$ cat src/rtl/core/ucdc_pkg.sv
// Shared types, request codes, descriptor table and sequencer program for the CDC control handler.
package ucdc_pkg;

  localparam logic [6:0] EP0_PACKET_BYTES = 7'd8;

  // Reply kinds.
  localparam logic [2:0] KIND_STALL  = 3'd0;
  localparam logic [2:0] KIND_DATA   = 3'd1;
  localparam logic [2:0] KIND_STATUS = 3'd2;
  localparam logic [2:0] KIND_AWAIT  = 3'd3;
  localparam logic [2:0] KIND_ADDR   = 3'd4;
  localparam logic [2:0] KIND_NONE   = 3'd5;

  localparam logic [2:0] SRC_PRODUCT = 3'd4;
  localparam logic [2:0] SRC_CODING  = 3'd6;
  localparam logic [2:0] DESC_COUNT  = 3'd6;
  localparam logic [6:0] CODING_LEN  = 7'd7;

  // Request codes.
  localparam logic [7:0] REQ_SET_ADDRESS     = 8'h05;
  localparam logic [7:0] REQ_GET_DESCRIPTOR  = 8'h06;
  localparam logic [7:0] REQ_SET_CONFIG      = 8'h09;
  localparam logic [7:0] REQ_SET_LINE_CODING = 8'h20;
  localparam logic [7:0] REQ_GET_LINE_CODING = 8'h21;
  localparam logic [7:0] REQ_SET_LINE_STATE  = 8'h22;

  // Request type bytes.
  localparam logic [7:0] RT_STD_OUT   = 8'h00;
  localparam logic [7:0] RT_STD_IN    = 8'h80;
  localparam logic [7:0] RT_CLASS_OUT = 8'h21;
  localparam logic [7:0] RT_CLASS_IN  = 8'ha1;

  localparam logic [6:0] PRODUCT_MIN = 7'd2;
  localparam logic [6:0] PRODUCT_MAX = 7'd64;

  // Micro-operations.
  localparam logic [1:0] OP_IDLE   = 2'd0;
  localparam logic [1:0] OP_DECODE = 2'd1;
  localparam logic [1:0] OP_CLIP   = 2'd2;
  localparam logic [1:0] OP_EMIT   = 2'd3;

  // Jump conditions.
  localparam logic [1:0] COND_NEVER      = 2'd0;
  localparam logic [1:0] COND_ACCEPT     = 2'd1;
  localparam logic [1:0] COND_LAST_TAKEN = 2'd2;

  typedef struct packed {
    logic [1:0] op;
    logic [1:0] cond;
    logic [1:0] target;
    logic       hold;
  } ucw_t;

  // Sequencer program: wait for a transaction, decode it, clip the length,
  // then emit results until the last one is taken.
  function automatic ucw_t ucode_rom(input logic [1:0] step);
    ucw_t w;
    unique case (step)
      2'd0:    w = '{op: OP_IDLE,   cond: COND_ACCEPT,     target: 2'd1, hold: 1'b1};
      2'd1:    w = '{op: OP_DECODE, cond: COND_NEVER,      target: 2'd0, hold: 1'b0};
      2'd2:    w = '{op: OP_CLIP,   cond: COND_NEVER,      target: 2'd0, hold: 1'b0};
      default: w = '{op: OP_EMIT,   cond: COND_LAST_TAKEN, target: 2'd0, hold: 1'b1};
    endcase
    return w;
  endfunction

  function automatic logic [15:0] desc_value(input logic [2:0] i);
    logic [15:0] v;
    unique case (i)
      3'd0:    v = 16'h0100;
      3'd1:    v = 16'h0200;
      3'd2:    v = 16'h0300;
      3'd3:    v = 16'h0301;
      3'd4:    v = 16'h0302;
      3'd5:    v = 16'h0303;
      default: v = 16'hffff;
    endcase
    return v;
  endfunction

  function automatic logic [15:0] desc_index(input logic [2:0] i);
    logic [15:0] v;
    unique case (i)
      3'd0, 3'd1, 3'd2: v = 16'h0000;
      3'd3, 3'd4, 3'd5: v = 16'h0409;
      default:          v = 16'hffff;
    endcase
    return v;
  endfunction

  // The product string size comes from the register, not from this table.
  function automatic logic [6:0] desc_size(input logic [2:0] i);
    logic [6:0] v;
    unique case (i)
      3'd0:    v = 7'd18;
      3'd1:    v = 7'd62;
      3'd2:    v = 7'd4;
      3'd3:    v = 7'd38;
      3'd5:    v = 7'd10;
      default: v = 7'd0;
    endcase
    return v;
  endfunction

endpackage

$ cat src/rtl/core/usb_cdc_control_request_handler.sv
// CDC-ACM control endpoint request handler driven by a small microcoded sequencer.
// After the input transaction is accepted, the sequencer decodes it and clips the length before
// the first result is offered. Results then leave at one per cycle while out_stall is low, and no
// new request is taken until the last result has been taken, as set by the four-step sequencer program.
// Synchronous reset clears the step counter and the endpoint state, but not the latched request or
// the datapath registers; the product string length register resets to 2.
module usb_cdc_control_request_handler
  import ucdc_pkg::*;
(
  input  logic        clk,
  input  logic        rst,
  input  logic        cfg_we,
  input  logic [6:0]  cfg_wdata,
  input  logic        in_valid,
  output logic        in_stall,
  input  logic        func,
  input  logic [7:0]  request_type,
  input  logic [7:0]  request_code,
  input  logic [15:0] setup_value,
  input  logic [15:0] setup_index,
  input  logic [15:0] setup_length,
  input  logic [55:0] coding_bytes,
  output logic        out_valid,
  input  logic        out_stall,
  output logic [2:0]  reply_kind,
  output logic [2:0]  source_select,
  output logic [7:0]  byte_offset,
  output logic [6:0]  packet_bytes,
  output logic        last_of_run,
  output logic [6:0]  device_address,
  output logic        is_configured,
  output logic [7:0]  control_lines,
  output logic [55:0] coding_now
);

  logic [1:0]  pc;
  logic [1:0]  pc_next;
  ucw_t        ctrl;
  logic        in_take;
  logic        out_take;
  logic        cond_true;

  logic [6:0]  product_bytes;
  logic        configured_flag;
  logic [7:0]  line_state_reg;
  logic [55:0] coding_store;
  logic        await_coding;

  // Latched request.
  logic        req_func;
  logic [7:0]  req_type;
  logic [7:0]  req_code;
  logic [15:0] req_value;
  logic [15:0] req_index;
  logic [15:0] req_length;
  logic [55:0] req_coding;

  // Datapath registers.
  logic [2:0]  kind;
  logic [2:0]  sel;
  logic [6:0]  dsize;
  logic [6:0]  addr;
  logic [6:0]  rem;
  logic        zlp;
  logic [7:0]  off;

  // Decode results.
  logic [2:0]  dec_kind;
  logic [2:0]  dec_sel;
  logic [6:0]  dec_dsize;
  logic [6:0]  dec_addr;
  logic        dec_set_config;
  logic        dec_set_lines;
  logic        dec_set_coding;
  logic        dec_await;
  logic        desc_hit;
  logic [2:0]  desc_sel;
  logic [6:0]  desc_bytes;
  logic [6:0]  product_len;
  logic        idx_zero;
  logic        len_zero;

  logic [6:0]  xs;
  logic        emit_last;
  logic [15:0] dsize_wide;

  assign ctrl     = ucode_rom(pc);
  assign in_stall = (ctrl.op != OP_IDLE);
  assign in_take  = in_valid && !in_stall;
  assign out_valid = (ctrl.op == OP_EMIT);
  assign out_take  = out_valid && !out_stall;

  always_comb begin
    unique case (ctrl.cond)
      COND_ACCEPT:     cond_true = in_take;
      COND_LAST_TAKEN: cond_true = out_take && emit_last;
      default:         cond_true = 1'b0;
    endcase
    if (cond_true) begin
      pc_next = ctrl.target;
    end else if (ctrl.hold) begin
      pc_next = pc;
    end else begin
      pc_next = pc + 2'd1;
    end
  end

  always_comb begin
    if (product_bytes < PRODUCT_MIN) begin
      product_len = PRODUCT_MIN;
    end else if (product_bytes > PRODUCT_MAX) begin
      product_len = PRODUCT_MAX;
    end else begin
      product_len = product_bytes;
    end
  end

  // Descriptor lookup over the six table entries.
  always_comb begin
    desc_hit   = 1'b0;
    desc_sel   = 3'd0;
    desc_bytes = 7'd0;
    for (int i = 0; i < DESC_COUNT; i++) begin
      if (req_value == desc_value(3'(i)) && req_index == desc_index(3'(i))) begin
        desc_hit   = 1'b1;
        desc_sel   = 3'(i);
        desc_bytes = (3'(i) == SRC_PRODUCT) ? product_len : desc_size(3'(i));
      end
    end
  end

  assign idx_zero = (req_index == 16'd0);
  assign len_zero = (req_length == 16'd0);

  always_comb begin
    dec_kind       = KIND_STALL;
    dec_sel        = 3'd0;
    dec_dsize      = 7'd0;
    dec_addr       = 7'd0;
    dec_set_config = 1'b0;
    dec_set_lines  = 1'b0;
    dec_set_coding = 1'b0;
    dec_await      = 1'b0;
    if (req_func) begin
      if (await_coding) begin
        dec_kind       = KIND_STATUS;
        dec_set_coding = 1'b1;
      end else begin
        dec_kind = KIND_NONE;
      end
    end else begin
      unique case (req_code)
        REQ_GET_DESCRIPTOR: begin
          if (req_type == RT_STD_IN && desc_hit) begin
            dec_kind  = KIND_DATA;
            dec_sel   = desc_sel;
            dec_dsize = desc_bytes;
          end
        end
        REQ_SET_ADDRESS: begin
          if (req_type == RT_STD_OUT && idx_zero && len_zero) begin
            dec_kind = KIND_ADDR;
            dec_addr = req_value[6:0];
          end
        end
        REQ_SET_CONFIG: begin
          if (req_type == RT_STD_OUT && req_value == 16'd1 && idx_zero && len_zero) begin
            dec_kind       = KIND_STATUS;
            dec_set_config = 1'b1;
          end
        end
        REQ_SET_LINE_CODING: begin
          if (req_type == RT_CLASS_OUT && req_value == 16'd0 && idx_zero &&
              req_length == {9'd0, CODING_LEN}) begin
            dec_kind  = KIND_AWAIT;
            dec_sel   = SRC_CODING;
            dec_await = 1'b1;
          end
        end
        REQ_GET_LINE_CODING: begin
          if (req_type == RT_CLASS_IN && req_value == 16'd0 && idx_zero &&
              req_length >= {9'd0, CODING_LEN}) begin
            dec_kind  = KIND_DATA;
            dec_sel   = SRC_CODING;
            dec_dsize = CODING_LEN;
          end
        end
        REQ_SET_LINE_STATE: begin
          if (req_type == RT_CLASS_OUT && idx_zero && len_zero) begin
            dec_kind      = KIND_STATUS;
            dec_set_lines = 1'b1;
          end
        end
        default: dec_kind = KIND_STALL;
      endcase
    end
  end

  // Packet split: a zero-length packet follows a full last packet when the
  // descriptor came up short of wLength.
  assign dsize_wide = {9'd0, dsize};
  assign xs         = (rem > EP0_PACKET_BYTES) ? EP0_PACKET_BYTES : rem;
  assign emit_last  = (rem <= EP0_PACKET_BYTES) && !(zlp && rem == EP0_PACKET_BYTES);

  always_ff @(posedge clk) begin
    if (rst) begin
      pc              <= 2'd0;
      product_bytes   <= PRODUCT_MIN;
      configured_flag <= 1'b0;
      line_state_reg  <= 8'd0;
      coding_store    <= 56'd0;
      await_coding    <= 1'b0;
    end else begin
      pc <= pc_next;
      if (cfg_we) begin
        product_bytes <= cfg_wdata;
      end
      if (ctrl.op == OP_DECODE) begin
        if (!req_func) begin
          await_coding <= dec_await;
        end else if (dec_set_coding) begin
          await_coding <= 1'b0;
        end
        if (dec_set_config) begin
          configured_flag <= 1'b1;
        end
        if (dec_set_lines) begin
          line_state_reg <= req_value[7:0];
        end
        if (dec_set_coding) begin
          coding_store <= req_coding;
        end
      end
    end
  end

  always_ff @(posedge clk) begin
    if (in_take) begin
      req_func   <= func;
      req_type   <= request_type;
      req_code   <= request_code;
      req_value  <= setup_value;
      req_index  <= setup_index;
      req_length <= setup_length;
      req_coding <= coding_bytes;
    end
    unique case (ctrl.op)
      OP_DECODE: begin
        kind  <= dec_kind;
        sel   <= dec_sel;
        dsize <= dec_dsize;
        addr  <= dec_addr;
        off   <= 8'd0;
      end
      OP_CLIP: begin
        if (dsize_wide > req_length) begin
          rem <= req_length[6:0];
          zlp <= 1'b0;
        end else begin
          rem <= dsize;
          zlp <= (dsize_wide < req_length) && (kind == KIND_DATA);
        end
      end
      OP_EMIT: begin
        if (out_take) begin
          off <= off + {1'b0, xs};
          rem <= rem - xs;
        end
      end
      default: begin
      end
    endcase
  end

  assign reply_kind     = kind;
  assign source_select  = sel;
  assign byte_offset    = off;
  assign packet_bytes   = xs;
  assign last_of_run    = emit_last;
  assign device_address = addr;
  assign is_configured  = configured_flag;
  assign control_lines  = line_state_reg;
  assign coding_now     = coding_store;

`ifndef SYNTHESIS
  a_accept_decodes: assert property (@(posedge clk) disable iff (rst)
    in_take |=> (pc == 2'd1))
    else $error("accepted transaction did not move to decode");

  a_packet_size: assert property (@(posedge clk) disable iff (rst)
    out_valid |-> (packet_bytes <= EP0_PACKET_BYTES))
    else $error("packet exceeds endpoint size");

  a_single_result: assert property (@(posedge clk) disable iff (rst)
    (out_valid && reply_kind != KIND_DATA) |-> last_of_run)
    else $error("non-data reply is not the final result");

  a_offset_advance: assert property (@(posedge clk) disable iff (rst)
    (out_take && !last_of_run) |=>
      (out_valid && byte_offset == $past(byte_offset) + {1'b0, $past(packet_bytes)}))
    else $error("packet offset did not advance by the previous packet size");

  a_busy_while_emitting: assert property (@(posedge clk) disable iff (rst)
    out_valid |-> in_stall)
    else $error("input accepted while results are pending");
`endif

endmodule

$ cat config.mk
export PLATFORM = sky130hd
export DESIGN_NAME = usb_cdc_control_request_handler
export DESIGN_NICKNAME = d
export VERILOG_FILES = /design/src/rtl/core/ucdc_pkg.sv /design/src/rtl/core/usb_cdc_control_request_handler.sv
export SDC_FILE = /design/constraint.sdc
export NUM_CORES = 1
export LEC_CHECK = 0
export ABC_AREA = 1
export BUFFER_PORTS_ARGS = -buffer_cell sky130_fd_sc_hd__buf_2
export CELL_PAD_IN_SITES_DETAIL_PLACEMENT = 0
export CELL_PAD_IN_SITES_GLOBAL_PLACEMENT = 1
export CORE_MARGIN = 4
export CORE_UTILIZATION = 43
export CTS_BUF_LIST = sky130_fd_sc_hd__clkbuf_8
export DETAILED_ROUTE_END_ITERATION = 10
export PLACE_DENSITY_LB_ADDON = 0.2
export SETUP_SLACK_MARGIN = 0.02
export SYNTH_ARGS = -nofsm -noshare
export SYNTH_HDL_FRONTEND = slang
export SYNTH_SLANG_ARGS = --single-unit
$ cat constraint.sdc
create_clock -name clk -period 4.18 [get_ports clk]
set_input_delay 1.045 -clock clk [delete_from_list [all_inputs] [get_ports clk]]
set_output_delay 1.045 -clock clk [all_outputs]
set_load 0.05 [all_outputs]
==> results.md <==
- Area Overhead vs Synth: 23.50%
- Synth top area cells: edfxtp_1 49%, dfxtp_1 16%, inv_1 5.7%
- Worst EP required: 3130 ps
- Core area: 21820 sq um
- HPWL Detailed: 15.01 mm
- Site Rows: 54
- Layout net count: 1302
- Non-filler instance count after layout: 1462
- Slew @ Worst Pin: between 1000 and 1500 ps
- Die Y: 157 um
- # fillers: 2001
- Placed cells: 1384
- Period utilisation layout: 0.7240
- Synth Warn #: 0
- Register bit total from synthesis: ~230
- Pleak: 5.000 nW
- Overall Power: 0.006331 W
- Worst setup EP type: primary output
- Drt drc: 0
- Pin count of the biggest net entering global routing: 113
- Hold_buf cts: 0
- Final Critical Period: between 3000 and 4000 ps
- TritonCTS Buffers: 41
- Hold crit path type: flop to flop
- Vias: 6731
- Starting DRT DRC Count: 286
- Root buf cell: clkbuf_8
- Crit Path Max Fanout: 5
- Max VDD drop: between 0.0003 and 0.0004 V
- Yosys top cell area share: 0.4938
- Post-synth top area cell: edfxtp_1
- Setup tns final: 0 ps
- Startpoint Class: flop
- WP data arrival: 1980 ps
- First-pass GRT wire length: between 30 and 40 mm
- Initial Util: 0.4374
- Drt wl/cell: 14.27 um
- Vias/cell: roughly 4.6
- Vias in the first global route: 6622
- Fmax: 330.4 MHz
- Post CTS Setup Buffer Count: 0
- Later-pin clock latency in the skew report: 530 ps
- Met2 WL: 9.761 mm
- Post-synth top flop: edfxtp_1
- Final Hold Vio Count: 0
- CP max stage delay: 430 ps
- I/O pins: 229
- Die ar.: 24650 sq um
- Smallest hold slack: 440.9 ps
- CP max-delay cell: edfxtp_1
- DRT Pass-1 Iters: 4
- Final worst clock skew: 29.44 ps
- Most common cell after layout, fill and taps aside: buf_2
- Post-synth EDFFs: 157
- FFs w/ async S/R, synth: 0
- Wire length on met1: between 8 and 9 mm
- Detail Route Antenna Nets: 0
- Worst-path cell chain: nor2_2 -> nand2_1 -> inv_2 -> nand2_1 -> nand2_1 -> nand2_1 -> inv_1 -> buf_2
- CTS-repair resized insts: 0
- Layout cell share with drive strength beyond 1: 0.2898
- Max Used Layer: met5
- Number of antenna violations at the first check in global routing: 7
- Commonest non-fill, non-tap cells in the layout: 225 x buf_2, 165 x inv_1, 157 x edfxtp_1
- Total Wirelength: 20.87 mm
- Final setup viols: 0
- RSZ-0062 raised after global routing: false
- All-Layer GR Usage: 0.1687
- Cell mode on critical path: nand2_1
- Max clock buf depth: 3
- Die Wd: 157 um
- Clock slew at reported path FFs: 60 ps
- Grt total ovfl: 0
- Sequential share of the synthesized area: 0.6511
- Status: complete, no violations
- RD Place Congestion: 0.7884
- Metal3 WL: 1.946 mm
- IO Port Bufs: 225
- Post-synthesis cell area: 9547 sq um
- CTS H-Tree Depth: 2
- Max-cap violations: 0
- Sink Count: 232
- Kind of critical path: flop to primary output
- Slew Limit Fails: 0
- Yosys cell types: 43
- P per Cell Area: approximately 540 nW/um^2
- TritonCTS clock tree: built
- Rel. slew slack: 0.2891
- Syn avg cell area: 10.64 sq um
- Synthesized netlist cell count: 897
## synthesized netlist by cell type (3+ instances only)
master / instances
nand2_1: 86
dfxtp_1: 75
buf_4: 3
nand3_1: 28
inv_2: 6
nor3_1: 5
nand4_1: 16
o21ai_2: 3
edfxtp_1: 157
nor2_2: 13
nor2_1: 79
nor2_4: 5
o21ai_0: 95
a21oi_1: 90
nor3_2: 3
ha_1: 21
clkbuf_1: 20
buf_2: 3
inv_1: 146
nand3_2: 4
nand2_2: 11
## cells by family (layout without fill, tap and decap cells)
logic type / count (synthesis) / in the layout / share of synthesized area
AND/OR/NAND/NOR: 261 / 261 / 0.1358
flip-flops: 232 / 232 / 0.6511
AO/OA/AOI/OAI: 200 / 200 / 0.1096
buffers and inverters: 180 / 458 / 0.07313
adder cells (fa/ha/maj): 22 / 22 / 0.02962
other: 2 / 9 / 0.0007867
## power by group
part	leakage (nW)	internal, W	switching, W
Sequential	2.09	0.00295	0.000167
Combinational	2.42	0.000313	0.000898
Clock	0.492	0.00111	0.000892
## final cells by class
| class | count | area [sq um] | share of cell area |
|---|---|---|---|
| inverters | 153 | 576.8 | 0.04892 |
| clock buffers | 48 | 660.6 | 0.05603 |
| clock inverters | 28 | 148.9 | 0.01263 |
| diodes | 2 | 5.005 | 0.0004245 |
| well taps | 280 | 350.3 | 0.02971 |
| multi-input cells | 490 | 2664 | 0.2259 |
| repair buffers | 229 | 1169 | 0.09912 |
| flip-flops and latches | 232 | 6216 | 0.5272 |
## sequential cells by signal, summed over array words and instances, names as in the netlist
name            cells
coding_now         56
req_coding         56
req_index          16
req_length         16
req_value          16
byte_offset         8
control_lines       8
req_code            8
req_type            8
device_address      7
dsize               7
product_bytes       7
rem                 7
reply_kind          3
source_select       3
pc                  2
await_coding        1
is_configured       1
req_func            1
zlp                 1
## stage by stage
stage / setup slack, ps / cell area, sq um / util
2_1_floorplan: 234.3 / 9565 / -
3_3_place_gp: 1570 / 10980 / 0.5029
4_1_cts: 1103 / 11790 / 0.5400
6_report: 1154 / 11790 / 0.5402
3_5_place_dp: 1494 / 10980 / 0.5029
5_1_grt: 922.3 / 11790 / 0.5401
## critical path, delay by kind of cell (launching register included)
kind                   cells  cell delay [ps]
buffers and inverters      3              440
AND/OR/NAND/NOR            5              600
flip-flops                 1              430
## layer usage
layer	global-route usage	up-vias
met5	0	-
met4	0.05331	10
met3	0.06379	43
met2	0.2711	179
met1	0.2126	2973
li1	-	3526
## path summary, 6_finish.rpt
path                                                  start                            to  slack (ps)  depth (start not counted)
worst min register to register  coding_now[12]$_SDFFE_PP0P_   coding_now[12]$_SDFFE_PP0P_         440                          2
worst max-delay path                       rem[4]$_DFFE_PP_               packet_bytes[1]        1150                          8
worst min-delay path            coding_now[12]$_SDFFE_PP0P_   coding_now[12]$_SDFFE_PP0P_         440                          2
worst max register to register             rem[4]$_DFFE_PP_  byte_offset[6]$_SDFFCE_PN0P_        1530                         16
No activity file was read; power rests on OpenSTA's default activity.
